===== src/hw/rtl/wfts_pkg.sv =====
// Shared types, constants and the nice-to-weight table of the task scheduler.
`timescale 1ns / 1ps
package wfts_pkg;

  localparam int SLOTS = 64;
  localparam int SW = 6;

  localparam logic [2:0] ST_UNUSED   = 3'd0;
  localparam logic [2:0] ST_EMBRYO   = 3'd1;
  localparam logic [2:0] ST_SLEEPING = 3'd2;
  localparam logic [2:0] ST_RUNNABLE = 3'd3;
  localparam logic [2:0] ST_RUNNING  = 3'd4;
  localparam logic [2:0] ST_ZOMBIE   = 3'd5;

  localparam logic [3:0] F_CREATE  = 4'd0;
  localparam logic [3:0] F_SETNICE = 4'd1;
  localparam logic [3:0] F_GETNICE = 4'd2;
  localparam logic [3:0] F_SLEEP   = 4'd3;
  localparam logic [3:0] F_WAKEUP  = 4'd4;
  localparam logic [3:0] F_PICK    = 4'd5;
  localparam logic [3:0] F_YIELD   = 4'd6;
  localparam logic [3:0] F_EXIT    = 4'd7;
  localparam logic [3:0] F_FREE    = 4'd8;
  localparam logic [3:0] F_KILL    = 4'd9;

  localparam logic [1:0] S_OK   = 2'd0;
  localparam logic [1:0] S_NF   = 2'd1;
  localparam logic [1:0] S_NICE = 2'd2;
  localparam logic [1:0] S_FULL = 2'd3;

  localparam logic [20:0] WAKE_CREDIT = 21'd1024000;

  // One table slot as held in the memory.
  typedef struct packed {
    logic [2:0]  st;
    logic [15:0] pid;
    logic [5:0]  nice;
    logic [16:0] weight;
    logic [31:0] vrt;
    logic [31:0] chan;
    logic        killed;
  } slot_t;

  typedef enum logic [3:0] {
    P_IDLE, P_CLEAR, P_SCAN, P_EXEC, P_DIV, P_WAKE, P_FIN, P_DONE
  } phase_t;

  // Divider request between the sequencer and the divide unit.
  typedef struct packed {
    logic        go;
    logic [36:0] num;
    logic [22:0] den;
  } div_req_t;

  function automatic logic [16:0] weight_of(input logic [5:0] n);
    logic [16:0] w;
    case (n)
      6'd0: w = 17'd88761;  6'd1: w = 17'd71755;  6'd2: w = 17'd56483;
      6'd3: w = 17'd46273;  6'd4: w = 17'd36291;  6'd5: w = 17'd29154;
      6'd6: w = 17'd23254;  6'd7: w = 17'd18705;  6'd8: w = 17'd14949;
      6'd9: w = 17'd11916;  6'd10: w = 17'd9548;  6'd11: w = 17'd7620;
      6'd12: w = 17'd6100;  6'd13: w = 17'd4904;  6'd14: w = 17'd3906;
      6'd15: w = 17'd3121;  6'd16: w = 17'd2501;  6'd17: w = 17'd1991;
      6'd18: w = 17'd1586;  6'd19: w = 17'd1277;  6'd20: w = 17'd1024;
      6'd21: w = 17'd820;   6'd22: w = 17'd655;   6'd23: w = 17'd526;
      6'd24: w = 17'd423;   6'd25: w = 17'd335;   6'd26: w = 17'd272;
      6'd27: w = 17'd215;   6'd28: w = 17'd172;   6'd29: w = 17'd137;
      6'd30: w = 17'd110;   6'd31: w = 17'd87;    6'd32: w = 17'd70;
      6'd33: w = 17'd56;    6'd34: w = 17'd45;    6'd35: w = 17'd36;
      6'd36: w = 17'd29;    6'd37: w = 17'd23;    6'd38: w = 17'd18;
      6'd39: w = 17'd15;
      default: w = 17'd0;
    endcase
    return w;
  endfunction

endpackage


===== src/hw/rtl/wfts_div.sv =====
// Restoring divider, one quotient bit per cycle.
`timescale 1ns / 1ps
module wfts_div (
  input  logic              clk,
  input  logic              rst_n,
  input  wfts_pkg::div_req_t req,
  output logic              done,
  output logic [36:0]       quo
);
  logic [36:0] q_r, q_nxt;
  logic [22:0] d_r, d_nxt;
  logic [23:0] rem_r, rem_nxt;
  logic [5:0]  cnt_r, cnt_nxt;
  logic        busy_r, busy_nxt, done_r, done_nxt;
  logic [23:0] sh;

  always_comb begin
    q_nxt = q_r; d_nxt = d_r; rem_nxt = rem_r; cnt_nxt = cnt_r;
    busy_nxt = busy_r; done_nxt = 1'b0;
    sh = {rem_r[22:0], q_r[36]};
    if (req.go) begin
      q_nxt = req.num; d_nxt = req.den; rem_nxt = '0;
      cnt_nxt = 6'd36; busy_nxt = 1'b1;
    end else if (busy_r) begin
      if (sh >= {1'b0, d_r}) begin
        rem_nxt = sh - {1'b0, d_r};
        q_nxt = {q_r[35:0], 1'b1};
      end else begin
        rem_nxt = sh;
        q_nxt = {q_r[35:0], 1'b0};
      end
      cnt_nxt = cnt_r - 6'd1;
      if (cnt_r == 6'd0) begin
        busy_nxt = 1'b0; done_nxt = 1'b1;
      end
    end
  end

  always_ff @(posedge clk) begin
    if (!rst_n) begin
      busy_r <= 1'b0; done_r <= 1'b0; cnt_r <= '0;
    end else begin
      busy_r <= busy_nxt; done_r <= done_nxt; cnt_r <= cnt_nxt;
    end
    q_r <= q_nxt; d_r <= d_nxt; rem_r <= rem_nxt;
  end

  assign done = done_r;
  assign quo = q_r;
endmodule


===== config.mk =====
export PLATFORM = sky130hd
export DESIGN_NAME = wfts_div
export DESIGN_NICKNAME = d
export VERILOG_FILES = /design/src/hw/rtl/wfts_pkg.sv /design/src/hw/rtl/wfts_div.sv
export SDC_FILE = /design/constraint.sdc
export NUM_CORES = 1
export LEC_CHECK = 0
export ABC_AREA = 0
export BUFFER_PORTS_ARGS = -buffer_cell sky130_fd_sc_hd__buf_2
export CORE_MARGIN = 5
export CORE_UTILIZATION = 60
export DETAILED_ROUTE_END_ITERATION = 8
export HOLD_SLACK_MARGIN = 0.02
export PLACE_DENSITY = 0.93
export SLEW_MARGIN = 20
export SYNTH_ARGS = -nofsm -noshare
export SYNTH_HDL_FRONTEND = slang
export SYNTH_SLANG_ARGS = --single-unit
export TNS_END_PERCENT = 30

===== constraint.sdc =====
create_clock -name clk -period 5.1 [get_ports clk]
set_clock_uncertainty 0.1 [all_clocks]
set_input_delay 0.765 -clock clk [delete_from_list [all_inputs] [get_ports clk]]
set_output_delay 0.765 -clock clk [all_outputs]
set_load 0.1 [all_outputs]

# After elaboration in Yosys (flattened, before gate mapping)
# Cells that the tools add are included.
# Widths: inputs -> output; s select.
# classes
muxes	10
n_reduce_logical	4
magnitude_cmp	1
n_addsub	2
bitwise_logic	2
# op_table
cell	count
$mux 37	2
$ge 24x23->1	1
$mux 23	1
$sub 23x23->23	1
$mux 6	2
$logic_not 6->1	1
$sub 6x1->6 const B	1
$mux 1	5
$reduce_or 3->1	1
$not 1->1	2
$reduce_bool 2->1	1
$reduce_or 2->1	1
# totals
in_bits	63
output_inout_bits	38
elab_cells	26
reg_bits	91

# Longest topological paths before layout
# depth
ltp_word	4
mapped_depth	12
mapped_depth_nobuf	11

# Least setup slack after synthesis
# Ideal clock, no wire load.
# synth_path
kind	reg2reg
startpoint	register q_r[36] (netlist: quo[36])
endpoint	register rem_r[12]
arrival_time_ps	3116
period_less_slack_ps	3356
path_stages_with_launch	13
setup_time_ps	141
slack_ps	1744
t_required_ps	4859
n_path_buf	2
path_cell_list	edfxtp_1 inv_1 ha_1 fa_1 nand2b_1 a21o_1 a21oi_4 a31oi_2 a22o_2 buf_6 buf_8 a21oi_1 a211oi_2
# synth_via
elab_chain_len	2
word_cells_on_any_way	3
cone_classes	add/sub: 1; order compare: 1; mux: 1
# synth_lines
element	line	text
start, declared	wfts_div.sv:10	logic [36:0] q_r, q_nxt;
start signal, assigned	wfts_div.sv:45	q_r <= q_nxt; d_r <= d_nxt; rem_r <= rem_nxt;
$sub 23x23->23 / $ge 24x23->1 (equally long branches)	wfts_div.sv:26, wfts_div.sv:25	
$mux 23 (*)	wfts_div.sv:25	if (sh >= {1'b0, d_r}) begin
end signal, assigned	wfts_div.sv:45	
end, declared	wfts_div.sv:12	logic [23:0] rem_r, rem_nxt;
# Mark *: on every way between the ends. The rest lies on a longest branch, timed or not.
# A chain may end at the register's enable or synchronous reset.

# Worst setup path after layout
# layout_path
startpoint	register q_r[36] (netlist: quo[36])
endpoint	register rem_r[2]
# The elaborated chain is that of the path after synthesis.

==> summary.md <==
| Metric | Value |
|---|---|
| Number of synthesized flops with an enable pin | 60 |
| Avg Cell Area, Syn | ~11 sq um |
| Post-synthesis compound-gate area fraction | 0.167 |
| Via count | roughly 3900 |
| Leakage power | approximately 0.0026 uW |
| Final min period | 3.22 ns |
| Clk Latency, worst-skew pair | between 0.3 and 0.4 ns |
| Final WL | 11300 microns |
| MaxCap Viol Count | 0 |
| Final nets | roughly 640 |
| Largest net degree at the start of global routing | 55 |
| Clock Pin Slew Worst Setup and Hold Paths | ~0.1 ns |
| CTS tree | done |
| Synth Instances | roughly 470 |
| Status | completed |
| Root Driver | clkbuf_8 |
| Pwr Density | 351 nW/um^2 |
| Global Route Usage Sum | 0.230 |
| Largest area contributor in the netlist | edfxtp_1 |
| Synth Register Bits | 91 |
| Max transition margin | 0.408 |
| Starting Density | 0.618 |
| Total gr overflow | 0 |
| CP max FO | 39 |
| Worst min-delay path class | flip-flop to flip-flop |
| CP Capture Type | flip-flop |
| Seq/Total Area, Yosys | 0.475 |
| Row Count | 33 |
| Final hold viol count | 0 |
| Synth cell count leaders | edfxtp_1 (60), nor2_1 (42), mux2_2 (36), dfxtp_1 (31), inv_1 (31) |
| Die Area | around 10000 sq um |
| Most common cell in the netlist | edfxtp_1 |
| Post-CTS Setup Bufs | 0 |
| Syn Std Cell Area | around 5100 sq um |
| Yosys warns | 0 |
| Final Max Tran Viols | 0 |
| Simple-Gate Fraction of Synth Area | 0.108 |
| P_int | roughly 1200 uW |
| Cts hold-fix bufs | 0 |
| Worst path required time | 5.27 ns |
| DR iter-0 viols | 273 |
| Net Sw Frac | 0.387 |
| Worst Hold Slack | roughly 0.42 ns |
| HPWL after DPL | between 8000 and 9000 microns |
| Maximum vdd ir drop | about 0.30 mV |
| Synth Area in Adders | 0.0653 |
| Combinational Power Share | 0.323 |
| Final setup viols | 0 |
| FMAX | 0.311 GHz |
| Synth top area share | 0.353 |
| Setup ws final | 1.88 ns |
| RSZ-0062 raised after global routing | no |
| Ys async rst share | 0 |
| Sequential power share | 0.444 |
| Slew @ Worst Pin | between 0.8 and 0.9 ns |
| Antenna violations before repair | 0 |
| Tcrit/Tclk final | 0.630 |
| Layout area overhead | 13.8% |
| Psw | between 700 and 800 uW |
| I/O Pins | roughly 100 |
| Arr. time, crit path | about 3.4 ns |
| Vias per cell | between 5 and 6 |
| Proportion of synthesized area in mux cells | 0.0972 |
| Vias in the first global route | about 4000 |
| Cts bufs inserted | 9 |
| Final ANT Viol Nets | 0 |
| Ys flop type | edfxtp_1 |
| Unique masters post-synth | between 50 and 60 |
| Clock network fraction of total power | 0.233 |
| Port Buffers | 100 |
| Drc violations | 0 |
| Main combinational cell family by area after synthesis | compound AO/OA/AOI/OAI gates |
| Post-place setup slack | 1.99 ns |
| Post-CTS Resized | 0 |
| RePlAce Congestion | about 0.93 |
| DIE HEIGHT | a little over 100 microns |
| Syn Nets | 555 |
| Worst setup SP type | flip-flop |
| N_diodes | 0 |
| Die width | between 100 and 150 microns |
| First-pass GRT wire length | 18900 microns |
| CTS H-tree depth | 3 |
| 1st-pass router iterations | 5 |
| Share of layout cells above drive strength 1 | 0.323 |
| Xor/xnor share of the synthesized area | 0.0378 |
| CORE AREA | approximately 8300 sq um |
| Crit Path Class | flip-flop to flip-flop |
| Setup TNS Final | 0 ns |
| Per-cell routed wire length | around 17 microns |
| Top cells by area, synth | edfxtp_1 (35%), dfxtp_1 (12%), mux2_2 (7.9%) |
| Clock sinks | 91 |
| CTS Buffer Depth | 2 |
cells by family after synthesis:
group                      Yosys count
and+or+nand+nor                    112
AOI/OAI and AO/OA                  115
DFF                                 91
buffers and inverters               55
muxes                               45
adders and majority gates           26
xor gates and xnor gates            22
state kept, by name, indices dropped and copies added (netlist names):
name,flops
cnt_r,6
quo,37
rem_r,23
done,1
d_r,23
busy_r,1
metal layers:
layer	wire length (microns)	up-vias	GRT usage
met5	0	-	0
met4	182	0	0.0757
met3	1120	23	0.0805
met2	5440	172	0.380
met1	4610	1868	0.282
li1	-	1877	-
power by group through the flow:
| stage | combinational, uW | sequential (uW) | clock (uW) |
|---|---|---|---|
| after floorplan | 312 | 1140 | 0 |
| after global placement | 636 | 914 | 0 |
| after global routing | 703 | 912 | 520 |
| final | 658 | 904 | 474 |
| after CTS | 656 | 903 | 485 |
| after detailed placement | 652 | 917 | 0 |
worst paths after layout:
path                  from  endpoint  slack (ns)  depth (start not counted)
setup reg to reg   quo[36]  rem_r[2]        1.88                         11
hold reg to reg   rem_r[1]  rem_r[1]        0.42                          2
hold / removal    rem_r[1]  rem_r[1]        0.42                          2
setup / recovery   quo[36]  rem_r[2]        1.88                         11
per-stage QoR:
stage / cells / area (sq um) / power, uW / utilization
after detailed placement: 649 / 5610 / 1570 / 0.680
after global routing: 665 / 5800 / 2140 / 0.703
after global placement: 649 / 5610 / 1550 / 0.680
final: 665 / 5800 / 2040 / 0.703
after floorplan: 466 / 5100 / 1450 / -
after CTS: 665 / 5800 / 2040 / 0.703
final cells by class:
class | count | area, sq um
sequential | 91 | 2420
tap | 105 | 131
clock buffer | 9 | 124
multi-input combinational | 320 | 2420
inverter | 31 | 116
fill | 576 | 2450
clock inverter | 7 | 68.8
timing repair buffer | 102 | 518
placed cells by master, fill, tap and decap left out, drive strengths merged, types with 10 or more instances in the layout:
| cell type | n |
|---|---|
| edfxtp | 60 |
| dfxtp | 31 |
| buf | 102 |
| nand2 | 22 |
| a21o | 18 |
| o21ai | 13 |
| a21oi | 31 |
| ha | 25 |
| nor2 | 42 |
| a211oi | 21 |
| xnor2 | 13 |
| mux2 | 36 |
| inv | 35 |
| nor3 | 10 |
worst max-delay path, cell delays in order (launching register included):
cell and delay (ns):
edfxtp_1 0.39, inv_1 0.06, ha_1 0.22, fa_1 0.40
nand2b_1 0.20, a21o_1 0.20, a21oi_4 0.22, a31oi_2 0.18
a22o_2 0.54, nor2_1 0.21, a21oi_1 0.06, a211oi_1 0.30
Power figures use the tool's default switching activity.
